[src/hw/rtl/spi_pkg.sv]
`timescale 1ns / 1ps
// Shared types and constants of the spectral peak interpolator.
// No dependencies.
package spi_pkg;

  localparam int DIV_N = 26;
  localparam int LOG_N = 20;

  localparam logic REG_FREQ_STEP    = 1'b0;
  localparam logic REG_WINDOW_SCALE = 1'b1;

  localparam logic signed [23:0] LEVEL_FLOOR = -24'sd6313048;
  localparam logic signed [23:0] LEVEL_FULL  = -24'sd1;
  localparam logic [24:0] DB_LIMIT  = 25'd6313048;
  localparam logic [30:0] DB_Q28    = 31'd1616142483;
  localparam logic [15:0] WSCALE_RST = 16'd28623;
  localparam logic [23:0] FREQ_MAX   = 24'hFFFFFF;

  typedef struct packed {
    logic [26:0] sum;
    logic [26:0] rem;
    logic [25:0] low;
    logic [25:0] q;
  } div_st_t;

  typedef struct packed {
    logic [30:0] m;
    logic [19:0] frac;
  } log_st_t;

  typedef struct packed {
    logic        isp;
    logic        neg;
    logic [12:0] k;
    logic [24:0] c;
    logic [26:0] twoc;
    logic [23:0] freq;
    logic        faint;
    logic        full;
    logic [4:0]  msb;
  } side_t;

  function automatic logic [4:0] msb_of(logic [23:0] x);
    logic [4:0] r;
    r = 5'd0;
    for (int i = 0; i < 24; i++) begin
      if (x[i]) r = 5'(i);
    end
    return r;
  endfunction

endpackage

[src/hw/rtl/spi_log_cell.sv]
`timescale 1ns / 1ps
// One log2 cell: squares the Q30 mantissa and yields one fraction bit.
// Depends on spi_pkg.
module spi_log_cell import spi_pkg::*; (
  input  logic    clk,
  input  logic    en,
  input  log_st_t st_i,
  output log_st_t st_o
);

  log_st_t     st_r;
  log_st_t     st_nxt;
  logic [61:0] sq;
  logic [31:0] s;

  always_comb begin
    sq = 62'(st_i.m) * 62'(st_i.m);
    s  = sq[61:30];
    if (s[31]) begin
      st_nxt.m    = s[31:1];
      st_nxt.frac = {st_i.frac[18:0], 1'b1};
    end else begin
      st_nxt.m    = s[30:0];
      st_nxt.frac = {st_i.frac[18:0], 1'b0};
    end
  end

  always_ff @(posedge clk) begin
    if (en) st_r <= st_nxt;
  end

  assign st_o = st_r;

endmodule

[config.mk]
export PLATFORM = sky130hd
export DESIGN_NAME = spi_log_cell
export DESIGN_NICKNAME = d
export VERILOG_FILES = /design/src/hw/rtl/spi_pkg.sv /design/src/hw/rtl/spi_log_cell.sv
export SDC_FILE = /design/constraint.sdc
export NUM_CORES = 2
export LEC_CHECK = 0
export BUFFER_PORTS_ARGS = -buffer_cell sky130_fd_sc_hd__buf_4
export CELL_PAD_IN_SITES_DETAIL_PLACEMENT = 0
export CELL_PAD_IN_SITES_GLOBAL_PLACEMENT = 1
export CORE_UTILIZATION = 47
export CTS_CLUSTER_DIAMETER = 150
export DETAILED_ROUTE_END_ITERATION = 10
export PLACE_DENSITY_LB_ADDON = 0.1
export REMOVE_ABC_BUFFERS = 1
export SETUP_SLACK_MARGIN = 0.02
export SYNTH_ARGS = -nofsm -noshare
export SYNTH_HDL_FRONTEND = slang
export SYNTH_SLANG_ARGS = --single-unit
export TNS_END_PERCENT = 20
[constraint.sdc]
create_clock -name clk -period 10 [get_ports clk]
set_input_delay 3 -clock clk [delete_from_list [all_inputs] [get_ports clk]]
set_output_delay 3 -clock clk [all_outputs]
set_load 0.01 [all_outputs]
==> results.rst <==
.. list-table::
   :header-rows: 1

   * - Metric
     - Value
   * - Number of top-level pins
     - 104
   * - Share of async-settable or async-resettable flops after synthesis
     - 0%
   * - Final hold violation count
     - 0
   * - Critical path required time
     - 10.03 ns
   * - # setup viols final
     - 32
   * - First-pass GRT wire length
     - 136,000 µm
   * - Number of rows in the core area
     - 90
   * - Clock Pin Slew Worst Setup and Hold Paths
     - 0.07 ns
   * - Final-report max-slew violation count
     - 0
   * - Worst Hold Slack
     - 2.89 ns
   * - Total via count in the routed design
     - 21,200
   * - Worst setup SP type
     - input port
   * - Area of the placeable core
     - 0.0607 mm²
   * - Residual DRC
     - 0
   * - Register Area
     - 0.00153 mm²
   * - Maximum number of pins on one net before global-route repair
     - 52
   * - Nets
     - 4,554
   * - Share of synthesized area occupied by flip-flops and latches
     - 5.28%
   * - Final Instance Count excl. Fillers
     - 4,267
   * - Average wire length per cell after detail routing
     - 18.9 µm
   * - Sum of negative setup slack
     - -13.09 ns
   * - EDFF count, synth
     - 51
   * - Starting density of the core
     - 47.8%
   * - Worst Max-Slew Pin Slew
     - 0.679 ns
   * - Syn_area_per_cell
     - 9.59 µm²
   * - Post-detailed-route via-to-cell ratio
     - 4.97
   * - Failing checks
     - setup timing
   * - Library cell occupying the most area in the post-synthesis netlist
     - fa_1
   * - Die area
     - 0.0627 mm²
   * - Fin worst setup slack
     - -0.472 ns
   * - Most frequent cells in the layout
     - inv_1 (913), fa_1 (731), buf_4 (528)
   * - Y dimension of the die
     - 250 µm
   * - Overall fraction of global-route tracks in use
     - 28.0%
   * - Area grow syn2layout
     - 19.6%
   * - Achievable clock frequency
     - 0.0955 GHz
   * - Gate count of the mapped netlist
     - 3,023
   * - Routed WL
     - 80,600 µm
   * - Number of fill cells
     - 5,425
   * - Number of antenna-violating nets in the routed design
     - 0
   * - Post-synthesis cell type count
     - 70
   * - Final critical-path share of the clock period
     - 105%
   * - Status
     - finished with violations
   * - GRT Residual Overflow
     - 0
   * - CTS tree
     - built
   * - Slew margin rel.
     - 54.4%
   * - Number of port buffers
     - 102
   * - Arrival time worst endpoint
     - 10.50 ns
   * - Placed instance count
     - 4,250
   * - Clock root cell
     - clkbuf_16
   * - Overall die width
     - 250 µm
   * - Via count of the first global-routing pass
     - 25,100
   * - Number of flip-flops in the largest register
     - 51
   * - Leading cell type in the layout, fill and taps excluded
     - inv_1
   * - Number of max-capacitance violations reported
     - 0
   * - Number of sinks handled by clock tree synthesis
     - 51
   * - Worst-case clock buffer depth
     - 2
   * - Cell area after synthesis
     - 0.0290 mm²
   * - Place WS
     - -1.25 ns
   * - Fraction of post-synthesis cell area in the top cell type by area
     - 51.6%
   * - Initial antenna violation count
     - 0
   * - Unrepaired setup endpoints after global routing
     - yes
   * - Layout cells sized above 1
     - 19.6%
   * - Setup Crit Path Kind
     - input port to flop
   * - H-tree depth
     - 2
   * - Yosys warnings
     - 0
   * - Cell types with the largest area share after synthesis
     - fa_1 (52%), inv_1 (12%), ha_1 (12%)
   * - Final min period
     - 10.47 ns
   * - Top_reg_cell synth
     - edfxtp_1
   * - Number of flip-flops and latches in the synthesized netlist
     - 51
   * - Antenna fix cells
     - 0
   * - Worst Setup End Kind
     - flop
   * - Final weighted congestion in routability-driven placement
     - 0.883
   * - Number of detailed-route iterations in the first pass
     - 5
   * - Area of combinational cells with multiple inputs
     - 0.0240 mm²
   * - Clock buffer count from CTS
     - 5
   * - Detailed Route Iter0 Violations
     - 937
   * - Worst Path Max Fanout
     - 17
   * - Post-detail-place hpwl
     - 72,300 µm
   * - Classification of the worst-slack hold path
     - input port to flop
-- critical path, stage by stage --
cell and delay [ns]:
buf_12 0.12, buf_4 0.22, and2_1 0.21, fa_1 0.51, inv_1 0.08, fa_1 0.55, inv_1 0.06, fa_1 0.50
fa_1 0.59, fa_1 0.44, fa_1 0.48, fa_1 0.54, fa_1 0.44, ha_1 0.37, nand2_1 0.11, nor4_2 0.29
buf_4 0.17, nand3_4 0.09, a211oi_4 0.22, nor3_4 0.11, or4_4 0.45, and3_4 0.21, nor2_4 0.12, buf_12 0.14
buf_6 0.13, mux2_2 0.33
-- metrics by stage --
step           utilization (%)  cell area [µm²]
2_1_floorplan                -            28500
3_3_place_gp              55.7            33800
3_5_place_dp              55.7            33800
4_1_cts                   56.8            34500
5_1_grt                   57.1            34700
6_report                  57.1            34700
-- synth_stat cells (7+ instances only) --
master / instances
inv_1: 919
fa_1: 747
nand2_1: 301
ha_1: 269
and2_1: 190
clkbuf_1: 95
a21oi_1: 62
nor2_1: 60
edfxtp_1: 51
o21ai_0: 38
xnor2_1: 32
a21o_1: 28
xor2_1: 21
mux2_2: 20
nand3_1: 19
nand4_1: 16
nor3_1: 15
a211oi_1: 9
mux2i_1: 9
and3_1: 8
buf_2: 8
nor2b_1: 8
o21bai_1: 8
a31oi_1: 7
-- final cells by class --
| cell class | count | share of cell area (%) |
|---|---|---|
| clock buffers | 5 | 0.361 |
| clock inverters | 2 | 0.108 |
| inverters | 920 | 9.97 |
| multi-input cells | 1940 | 69.1 |
| flip-flops and latches | 51 | 4.42 |
| well taps | 782 | 2.82 |
| repair buffers | 567 | 13.2 |
-- timing repair --
item	in CTS	in global routing
pin swaps	22	21
endpoints found under the setup margin	32	32
setup buffers	8	1
resized for setup	91	47
hold buffers	0	0
cloned	2	0
-- per-layer routing --
layer | vias up | global-route usage, % | share of wire [%]
li1 | 9747 | - | -
met1 | 10900 | 37.6 | 42
met2 | 457 | 48.4 | 50
met3 | 85 | 2.77 | 4.5
met4 | 0 | 7.70 | 3.3
met5 | - | 0 | 0
-- cell families after synthesis --
logic type / Yosys count / synth area share (%)
xor gates and xnor gates: 53 / 1.60
DFF: 51 / 5.28
AOI/OAI and AO/OA: 199 / 4.49
and+or+nand+nor: 642 / 10.7
buffers and inverters: 1032 / 13.6
adders and majority gates: 1016 / 63.2
muxes: 30 / 1.14
-- final timing paths --
path	start	endpoint	slack, ns	depth (start not counted)
min	st_i[15]	st_o[16]	2.89	1
max	st_i[31]	st_o[41]	-0.47	26
Power is not shown: default switching activity piles up to over one toggle a cycle in this logic, so the estimate is an artifact.
