[src/hw/rtl/spi_pkg.sv]
`timescale 1ns / 1ps
// Shared types and constants of the spectral peak interpolator.
// No dependencies.
package spi_pkg;

  localparam int DIV_N = 26;
  localparam int LOG_N = 20;

  localparam logic REG_FREQ_STEP    = 1'b0;
  localparam logic REG_WINDOW_SCALE = 1'b1;

  localparam logic signed [23:0] LEVEL_FLOOR = -24'sd6313048;
  localparam logic signed [23:0] LEVEL_FULL  = -24'sd1;
  localparam logic [24:0] DB_LIMIT  = 25'd6313048;
  localparam logic [30:0] DB_Q28    = 31'd1616142483;
  localparam logic [15:0] WSCALE_RST = 16'd28623;
  localparam logic [23:0] FREQ_MAX   = 24'hFFFFFF;

  typedef struct packed {
    logic [26:0] sum;
    logic [26:0] rem;
    logic [25:0] low;
    logic [25:0] q;
  } div_st_t;

  typedef struct packed {
    logic [30:0] m;
    logic [19:0] frac;
  } log_st_t;

  typedef struct packed {
    logic        isp;
    logic        neg;
    logic [12:0] k;
    logic [24:0] c;
    logic [26:0] twoc;
    logic [23:0] freq;
    logic        faint;
    logic        full;
    logic [4:0]  msb;
  } side_t;

  function automatic logic [4:0] msb_of(logic [23:0] x);
    logic [4:0] r;
    r = 5'd0;
    for (int i = 0; i < 24; i++) begin
      if (x[i]) r = 5'(i);
    end
    return r;
  endfunction

endpackage

[src/hw/rtl/spi_div_cell.sv]
`timescale 1ns / 1ps
// One restoring-division cell: resolves one quotient bit per cycle while en is high.
// Depends on spi_pkg.
module spi_div_cell import spi_pkg::*; #(
  parameter int BIT = 0
) (
  input  logic    clk,
  input  logic    en,
  input  div_st_t st_i,
  output div_st_t st_o
);

  div_st_t    st_r;
  div_st_t    st_nxt;
  logic [27:0] t;
  logic        ge;

  always_comb begin
    t  = {st_i.rem, st_i.low[BIT]};
    ge = t >= {1'b0, st_i.sum};
    st_nxt      = st_i;
    st_nxt.rem  = ge ? 27'(t - {1'b0, st_i.sum}) : t[26:0];
    st_nxt.q    = {st_i.q[24:0], ge};
  end

  always_ff @(posedge clk) begin
    if (en) st_r <= st_nxt;
  end

  assign st_o = st_r;

endmodule

[config.mk]
export PLATFORM = sky130hd
export DESIGN_NAME = spi_div_cell
export DESIGN_NICKNAME = d
export VERILOG_FILES = /design/src/hw/rtl/spi_pkg.sv /design/src/hw/rtl/spi_div_cell.sv
export SDC_FILE = /design/constraint.sdc
export NUM_CORES = 1
export LEC_CHECK = 0
export ABC_AREA = 1
export BUFFER_PORTS_ARGS = -buffer_cell sky130_fd_sc_hd__buf_2
export CORE_MARGIN = 8
export CORE_UTILIZATION = 54
export CTS_CLUSTER_DIAMETER = 50
export DETAILED_ROUTE_END_ITERATION = 8
export GPL_TIMING_DRIVEN = 1
export MAX_ROUTING_LAYER = met4
export PLACE_DENSITY_LB_ADDON = 0.3
export RECOVER_POWER = 100
export REMOVE_ABC_BUFFERS = 1
export SLEW_MARGIN = 0
export SYNTH_ARGS = -nofsm -noshare
export SYNTH_HDL_FRONTEND = slang
export SYNTH_SLANG_ARGS = --single-unit
[constraint.sdc]
create_clock -name clk -period 6.9 [get_ports clk]
set_clock_uncertainty 0.1 [all_clocks]
set_input_delay 1.38 -clock clk [delete_from_list [all_inputs] [get_ports clk]]
set_output_delay 1.38 -clock clk [all_outputs]
set_load 0.03 [all_outputs]
==> flow_summary_export.csv, run 1 <==
group,metric,value,unit
clocking,cts_tree,"yes",
logic_synthesis,ys.flop_type,"edfxtp_1",
setup_path,required,6.77,ns
min_path,hold-path-cell-count,1,
grt,grt_max_degree,69,
layout,finalNetCount,1004,
logic_synthesis,seq_area_frac_synth,0.532,
logic_synthesis,synth-edff-count,106,
logic_synthesis,synth_cells,651,
sta,hold_viol_final,0,
sta,setup_tns,0,ns
placed_design,placed_area,7140,sq um
floorplan,ios,214,
logic_synthesis,ys_ff_latch,106,
sta,setup-violations-final,0,
setup_path,cp_cell_sequence,"clkbuf_1, clkbuf_2",
run_status,violations,"max-capacitance violations, max-slew violations",
floorplan,dieArea,14700,sq um
layout,syn_to_final_growth,19.4,%
placed_design,placedCellCount,997,
sta,rsz0062_at_grt,"no",
pwr,ir_worst_vdd,121,uV
floorplan,dieWidth,121,um
sta,worstMarginPinSlew,2.14,ns
clocking,cts_inserted_buffers,9,
clocking,cts_resized,0,
grt,antenna_found_initial,0,
layout,stdcell_count,1013,
clocking,clk_pin_slew_worst_paths,0.10,ns
floorplan,die_h,121,um
routing,via_per_inst,5.02,
floorplan,rows,38,
routing,drc_errors,0,
pwr,total_power,1.61,mW
routing,vias,5084,
setup_path,worst-path-stages,2,
setup_path,critPathKind,"in -> reg",
floorplan,core,10800,sq um
min_path,hold_path.class,"in -> reg",
clocking,cts-root-buf,"clkbuf_8",
routing,drt_iter0_drc,394,
sta,slew_violations,109,
sta,timing.fmax,221,MHz
logic_synthesis,syn_area_per_cell,9.18,sq um
layout,fin_util,0.658,
logic_synthesis,netlist_area,5980,sq um
routing,wire_per_inst,17.1,um
setup_path,crit_path_start_kind,"primary input",
setup_path,cp.arrival,4.40,ns
setup_path,critPathSlowestCell,"clkbuf_1",
placed_design,place_hpwl,13800,um
grt,grt_pass1_wl,26100,um
layout,final_area,7140,sq um
logic_synthesis,yosysWarnings,0,
clocking,hold_buffers,0,
grt,track_usage,0.235,
clocking,h-tree-depth,3,
clocking,cts.sinks,106,
logic_synthesis,async_reset_ff_frac,0,
placed_design,io_buffer_count,212,
sta,maxSlewHeadroom,-0.424,
routing,wl,17300,um
logic_synthesis,synth_cell_types,27,
setup_path,worst_path_largest_cell_delay,1.49,ns
clocking,clockBufferDepth,2,
min_path,worstHoldStart,"st_i[35]",
setup_path,critPathMaxFanout,68,
setup_path,crit_family,"buffers and inverters",
run_status,status,"finished, violations left",
sta,min_period,4.53,ns
sta,fin_crit_sh,0.656,
pwr,power.leakage,3.46,nW
routing,ant_nets,0,
setup_path,critical_path_buf_inv_count,2,
grt,grt_pass1_vias,5149,
layout,antenna_cells,0,
min_path,hold_end,"st_o[35]",
pwr,p_per_area,226,nW/um^2
floorplan,initial_core_util,0.551,
sta,setup_ws,2.37,ns
routing,drt_pass1_iterations,5,
layout,largest_reg_flops,106,
placed_design,place.gp.congestion,0.838,
grt,grt-ovfl-total,0,
placed_design,dp_slack,2.70,ns
sta,whs,1.08,ns
clocking,post_cts_buffers,0,
setup_path,cp-end-kind,"flip-flop",
layout,drive_above_1_share,0.174,
layout,fillers,977,
run,maxCapViolCount,2,
[Yosys cell counts, types with 6 or more instances]
library cell  instances  area, sq um
nand4_1               7         43.8
xor2_1               13          114
ha_1                 27          338
inv_1               126          473
nand2_2               6         37.5
inv_2                 7         26.3
a21oi_1              13         65.1
nand2_1             227          852
nand3_2              29          290
buf_6                 6         67.6
nor2_1               30          113
nand3_1              32          160
edfxtp_1            106         3180
[placed cells by master, fill, tap and decap left out, drive strengths merged]
master / instances
ha: 27
o21ai: 3
clkinv: 3
inv: 135
nand4: 7
nand3b: 4
clkinvlp: 2
fa: 1
xnor2: 1
a21oi: 14
edfxtp: 106
or2: 1
and2: 1
a21o: 1
xor2: 13
nor2: 36
nor3: 2
nand3: 61
clkbuf: 134
buf: 88
nand2: 233
[layer usage]
layer	wire length, um	GRT usage	part of all wire
met5	0	-	0
met1	7070	0.275	0.41
met4	258	0.0732	0.015
met2	8550	0.394	0.49
met3	1470	0.0563	0.085
[where the power goes]
| group | switching [mW] | internal (mW) |
|---|---|---|
| logic | 0.332 | 0.120 |
| clock network | 0.226 | 0.135 |
| registers | 0.0167 | 0.785 |
| total | 0.575 | 1.04 |
[layout make-up]
type | instances | area, sq um | area share
Sequential cell | 106 | 3180 | 0.446
Multi-Input combinational cell | 405 | 2190 | 0.307
Timing Repair Buffer | 213 | 911 | 0.128
Inverter | 133 | 499 | 0.0700
Tap cell | 140 | 175 | 0.0245
Clock buffer | 9 | 124 | 0.0174
Clock inverter | 7 | 53.8 | 0.00754
[cells by family (layout without fill, tap and decap cells)]
| logic type | count (synthesis) | in the layout | share of synthesized area |
|---|---|---|---|
| simple gates | 345 | 345 | 0.271 |
| buf+inv | 140 | 362 | 0.0973 |
| flops | 106 | 106 | 0.532 |
| fa+ha+maj | 28 | 28 | 0.0599 |
| compound gates | 18 | 18 | 0.0193 |
| xor+xnor | 14 | 14 | 0.0205 |
[worst max path at each step]
stage | from | to | slack (ns)
global route | en | st_o[37] | 2.13
CTS | st_i[26] | st_o[67] | 3.12
global placement | st_i[26] | st_o[75] | 2.78
finish | en | st_o[91] | 2.37
detailed placement | st_i[26] | st_o[67] | 2.70
floorplan | st_i[26] | st_o[63] | 3.35
Note: power is estimated with default switching activity, not from simulation.
==> inputs of run 2 (changes only) <==
--- a/config.mk
+++ b/config.mk
@@ -5,10 +5,10 @@
 export SDC_FILE = /design/constraint.sdc
 export NUM_CORES = 1
 export LEC_CHECK = 0
-export ABC_AREA = 1
+export ABC_AREA = 0
 export BUFFER_PORTS_ARGS = -buffer_cell sky130_fd_sc_hd__buf_2
 export CORE_MARGIN = 8
-export CORE_UTILIZATION = 54
+export CORE_UTILIZATION = 44
 export CTS_CLUSTER_DIAMETER = 50
 export DETAILED_ROUTE_END_ITERATION = 8
 export GPL_TIMING_DRIVEN = 1
==> constraint.sdc (replaced) <==
create_clock -name clk -period 4 [get_ports clk]
set_clock_uncertainty 0.1 [all_clocks]
set_input_delay 0.8 -clock clk [delete_from_list [all_inputs] [get_ports clk]]
set_output_delay 0.8 -clock clk [all_outputs]
set_load 0.03 [all_outputs]
==> run 2 against run 1 <==
Against the previous run:
- the run still ends with max-capacitance violations, max-slew violations left
- sequential share of layout area increased by 4.1 points
- via count shrank 25%
- sequential power up 73%
- non-clock buffer count up 3
- combinational power rose by 66%
- synthesized cell count is 42% lower
- routed wire length fell by 21%
- critical path depth is 12 higher
- worst setup slack lost 2.0 ns
- hold slack got worse by 0.55 ns
- cell area down 8.5%
- first-iteration DRC count is 32% lower
- critical path type unchanged
- largest power group unchanged
==> flow_summary_export.csv, run 2 <==
group,metric,value,unit
run_status,status,"finished, violations left",
run_status,violations,"max-capacitance violations, max-slew violations",
grt,grt_pass1_wl,21200,um
logic_synthesis,async_reset_ff_frac,0,
logic_synthesis,synthAdderAreaFrac,0.0688,
clocking,cts-root-buf,"clkbuf_16",
clocking,clk_pin_slew_worst_paths,0.07,ns
clocking,cts.sinks,106,
layout,multiInputGateArea,1780,sq um
routing,ant_nets,0,
routing,via_per_inst,5.14,
floorplan,initial_core_util,0.454,
placed_design,placed_area,6450,sq um
logic_synthesis,synthSimpleGateAreaFrac,0.0743,
logic_synthesis,synth-edff-count,106,
sta,maxSlewHeadroom,-0.740,
logic_synthesis,seq_area_frac_synth,0.612,
floorplan,core,11500,sq um
sta,rsz0062_at_grt,"no",
clocking,cts_inserted_buffers,9,
sta,min_period,3.63,ns
clocking,h-tree-depth,3,
logic_synthesis,syn_area_per_cell,13.8,sq um
layout,seqCellArea,3180,sq um
routing,drt_pass1_iterations,4,
sta,setup_tns,0,ns
setup_path,crit_path_start_kind,"primary input",
logic_synthesis,ys_ff_latch,106,
setup_path,required,3.99,ns
clocking,hold_buffers,0,
sta,hold_viol_final,0,
sta,slew_violations,107,
floorplan,die_h,125,um
placed_design,place.gp.congestion,0.877,
setup_path,cp-end-kind,"flip-flop",
logic_synthesis,synth_top_area_share,0.612,
min_path,hold_path.class,"in -> reg",
logic_synthesis,synthTopCellsByArea,"edfxtp_1 61%, ha_1 6.5%, mux2_4 4.9%",
floorplan,dieArea,15600,sq um
clocking,cts_resized,0,
grt,grt_pass1_vias,3901,
grt,antenna_found_initial,1,
pwr,ir_worst_vdd,371,uV
clocking,cts_tree,"yes",
layout,syn_to_final_growth,25.5,%
layout,stdcell_count,746,
logic_synthesis,synth_compound_area_frac,0.103,
layout,final_cell_mix,"123 x clkbuf_1, 106 x edfxtp_1, 89 x buf_2",
setup_path,critPathKind,"in -> reg",
logic_synthesis,synth_cell_types,51,
layout,fillers,999,
logic_synthesis,yosysWarnings,0,
pwr,power.leakage,2.67,nW
floorplan,dieWidth,125,um
pwr,p_per_area,473,nW/um^2
logic_synthesis,netlist_area,5200,sq um
routing,drt_iter0_drc,266,
grt,grt-ovfl-total,0,
logic_synthesis,yosysTopAreaCell,"edfxtp_1",
logic_synthesis,yosysMostFrequentCell,"edfxtp_1",
grt,grt_max_degree,107,
layout,largest_reg_flops,106,
routing,vias,3831,
floorplan,ios,214,
layout,fin_util,0.570,
sta,whs,0.525,ns
placed_design,placedCellCount,730,
layout,drive_above_1_share,0.198,
floorplan,rows,39,
sta,setup-violations-final,0,
placed_design,io_buffer_count,212,
grt,track_usage,0.175,
logic_synthesis,synthMuxAreaShare,0.0716,
setup_path,critPathMaxFanout,10,
setup_path,cp.arrival,3.62,ns
sta,timing.fmax,276,MHz
routing,drc_errors,0,
routing,wire_per_inst,18.3,um
layout,final_area,6530,sq um
sta,worstMarginPinSlew,2.61,ns
sta,fin_crit_sh,0.907,
logic_synthesis,synthXorXnorAreaFrac,0.0370,
routing,wl,13600,um
clocking,post_cts_buffers,0,
layout,finalNetCount,734,
logic_synthesis,synth_cells,378,
placed_design,place_hpwl,10700,um
run,maxCapViolCount,1,
logic_synthesis,ys.flop_type,"edfxtp_1",
clocking,clockBufferDepth,2,
logic_synthesis,synth_common_cells,"106 x edfxtp_1, 32 x inv_1, 27 x ha_1, 22 x a21oi_1, 20 x nand2_1",
logic_synthesis,synth_top_family_by_area,"compound AO/OA/AOI/OAI gates",
layout,final_common_cell,"clkbuf_1",
-- run 2: per-stage QoR --
step	setup WS [ns]	power (mW)
2_1_floorplan	0.416	1.97
6_report	0.373	3.09
3_5_place_dp	0.125	2.24
5_1_grt	0.186	3.22
4_1_cts	0.484	3.19
3_3_place_gp	0.174	2.23
-- run 2: cell type report --
type                            count  share of cell area
Timing Repair Buffer              216               0.146
Clock buffer                       10              0.0351
Antenna cell                        1            0.000383
Sequential cell                   106               0.487
Tap cell                          143              0.0274
Multi-Input combinational cell    232               0.272
Clock inverter                      5              0.0130
Inverter                           33              0.0193
-- run 2: final timing paths --
path,start,end,cells after the start
max,st_i[26],st_o[72],14
min,st_i[32],st_o[32],1
-- run 2: worst max-delay path, cell delays in order --
cell and delay [ns]:
clkbuf_1 0.10, inv_1 0.07, ha_1 0.23, fa_1 0.42, nor2b_1 0.18, o2111ai_1 0.23
a31o_2 0.33, o21ai_2 0.18, o21ai_2 0.09, a21oi_1 0.19, o31ai_2 0.16, inv_4 0.10
buf_4 0.19, mux2_1 0.35
-- run 2: per-layer routing --
| layer | GRT usage | vias up | wire length, um |
|---|---|---|---|
| li1 | - | 1859 | - |
| met1 | 0.195 | 1805 | 5590 |
| met2 | 0.295 | 152 | 6790 |
| met3 | 0.0477 | 15 | 1040 |
| met4 | 0.0645 | 0 | 215 |
| met5 | - | - | 0 |
-- run 2: cells by family (layout without fill, tap and decap cells) --
logic type | after synthesis | count (layout)
AOI/OAI and AO/OA | 76 | 76
xor gates and xnor gates | 22 | 22
adders and majority gates | 28 | 28
buffers and inverters | 40 | 264
DFF | 106 | 106
muxes | 28 | 28
other | 0 | 1
and+or+nand+nor | 78 | 78
-- run 2: power by group --
part           total (mW)  internal (mW)  leakage, nW  switching [mW]
registers            1.39           1.36         1.04          0.0289
clock network       0.945          0.550        0.150           0.395
logic               0.752          0.245         1.48           0.508
==> inputs of run 3 (changes only) <==
--- a/config.mk
+++ b/config.mk
@@ -7,7 +7,7 @@
 export LEC_CHECK = 0
 export ABC_AREA = 0
 export BUFFER_PORTS_ARGS = -buffer_cell sky130_fd_sc_hd__buf_2
-export CORE_MARGIN = 8
+export CORE_MARGIN = 3
 export CORE_UTILIZATION = 44
 export CTS_CLUSTER_DIAMETER = 50
 export DETAILED_ROUTE_END_ITERATION = 8
==> constraint.sdc (replaced) <==
create_clock -name clk -period 4 [get_ports clk]
set_clock_uncertainty 0.1 [all_clocks]
set_input_delay 0.2 -clock clk [delete_from_list [all_inputs] [get_ports clk]]
set_output_delay 0.2 -clock clk [all_outputs]
set_load 0.03 [all_outputs]
==> run 3 against run 2 <==
Against the previous run:
- the run still ends with max-capacitance violations, max-slew violations left
- sequential power about the same
- combinational power up 6.5%
- critical path depth unchanged
- power down 2.3%
- critical path type unchanged
- die area down 15%
- flip-flop and latch count unchanged
- largest cell class unchanged
- clock power down 13%
- clock-buffer cell count down 1
- first-iteration DRC count up 9.0%
- sequential share of layout area down 4.6 points
- routed wire length up 4.1%
- cell area up 11%
==> flow_summary_export.csv, run 3 (synthesis results as in run 2) <==
group,metric,value,unit
grt,grt-ovfl-total,0,
min_path,hold_path.class,"in -> reg",
layout,fin_util,0.630,
clocking,cts_resized,0,
setup_path,required,3.99,ns
floorplan,dieWidth,115,um
routing,drc_errors,0,
sta,worstMarginPinSlew,2.02,ns
floorplan,dieArea,13200,sq um
grt,grt_max_degree,83,
floorplan,initial_core_util,0.454,
grt,antenna_found_initial,0,
routing,vias,4164,
sta,setup_ws,0.267,ns
clocking,cts.sinks,106,
grt,grt_pass1_wl,21400,um
setup_path,critPathMaxFanout,26,
floorplan,die_h,115,um
routing,wire_per_inst,17.2,um
layout,final_cell_mix,"128 x clkbuf_1, 106 x edfxtp_1, 83 x buf_2",
setup_path,critPathKind,"in -> reg",
setup_path,cp-end-kind,"flip-flop",
setup_path,crit_path_start_kind,"primary input",
clocking,cts_tree,"yes",
grt,grt_pass1_vias,4144,
sta,timing.fmax,268,MHz
layout,largest_reg_flops,106,
sta,fin_crit_sh,0.933,
clocking,post_cts_buffers,0,
run_status,status,"finished, violations left",
sta,setup_tns,0,ns
clocking,h-tree-depth,3,
floorplan,core,11500,sq um
routing,wl,14200,um
grt,track_usage,0.217,
routing,drt_iter0_drc,290,
setup_path,cp.arrival,3.73,ns
routing,ant_nets,0,
pwr,power.leakage,2.93,nW
clocking,cts-root-buf,"clkbuf_16",
run,maxCapViolCount,1,
placed_design,dp_slack,0.520,ns
placed_design,io_buffer_count,212,
routing,via_per_inst,5.06,
clocking,cts_inserted_buffers,9,
sta,slew_violations,83,
pwr,p_per_area,418,nW/um^2
routing,drt_pass1_iterations,5,
floorplan,ios,214,
pwr,ir_worst_vdd,318,uV
placed_design,place.gp.congestion,0.787,
layout,syn_to_final_growth,38.7,%
sta,min_period,3.73,ns
layout,finalNetCount,809,
floorplan,rows,39,
layout,final_common_cell,"clkbuf_1",
layout,drive_above_1_share,0.156,
placed_design,place_hpwl,9520,um
clocking,clockBufferDepth,2,
sta,rsz0062_at_grt,"no",
sta,maxSlewHeadroom,-0.350,
sta,setup-violations-final,0,
run_status,violations,"max-capacitance violations, max-slew violations",
clocking,clk_pin_slew_worst_paths,0.07,ns
sta,hold_viol_final,0,
[run 3: final timing paths]
kind,start,to,slack [ns],depth (start not counted)
min,st_i[75],st_o[76],0.06,2
max,st_i[26],st_o[72],0.27,14
[run 3: where the power goes]
| group | switching, mW | total [mW] | internal [mW] |
|---|---|---|---|
| clock | 0.405 | 0.826 | 0.421 |
| sequential | 0.0306 | 1.39 | 1.36 |
| combinational | 0.522 | 0.801 | 0.279 |
| total | 0.958 | 3.02 | 2.06 |
[run 3: area by class of cell]
| cell class | instances | area [sq um] |
|---|---|---|
| fillers | 962 | 4250 |
| flip-flops and latches | 106 | 3180 |
| multi-input cells | 232 | 1770 |
| repair buffers | 291 | 1690 |
| clock buffers | 9 | 225 |
| well taps | 143 | 179 |
| inverters | 33 | 126 |
| clock inverters | 7 | 42.5 |
| diodes | 2 | 5.00 |
[run 3: metrics by stage]
stage	cell area, sq um	hold WS [ns]	instances	total power, mW
3_5_place_dp	6410	0.279	727	2.22
5_1_grt	7210	0.0462	821	3.15
4_1_cts	7450	0.0472	821	3.10
3_3_place_gp	6410	0.277	727	2.21
6_report	7220	0.0578	823	3.02
2_1_floorplan	5160	0.199	371	1.97
[run 3: routing by layer]
layer / part of all wire / vias to the layer above / global-route usage
met2: 0.51 / 160 / 0.373
met1: 0.40 / 1969 / 0.253
li1: - / 2019 / -
met3: 0.075 / 16 / 0.0489
met4: 0.017 / 0 / 0.0689
met5: 0 / - / -
[run 3: critical path, cell delays in order]
cell and delay, ns:
dlygate4sd3_1 0.56, clkbuf_1 0.13, inv_1 0.06, ha_1 0.22, fa_1 0.41, nor2b_1 0.18
o2111ai_1 0.22, a31o_2 0.32, o21ai_2 0.19, o21ai_0 0.15, a21oi_2 0.21, o31ai_4 0.14
inv_4 0.35, mux2_1 0.37
[run 3: timing repair]
action / 4_1_cts / 5_1_grt
setup endpoints to repair: 0 / 0
hold buffers: 78 / 0
endpoints found under the hold margin: 78 / 0
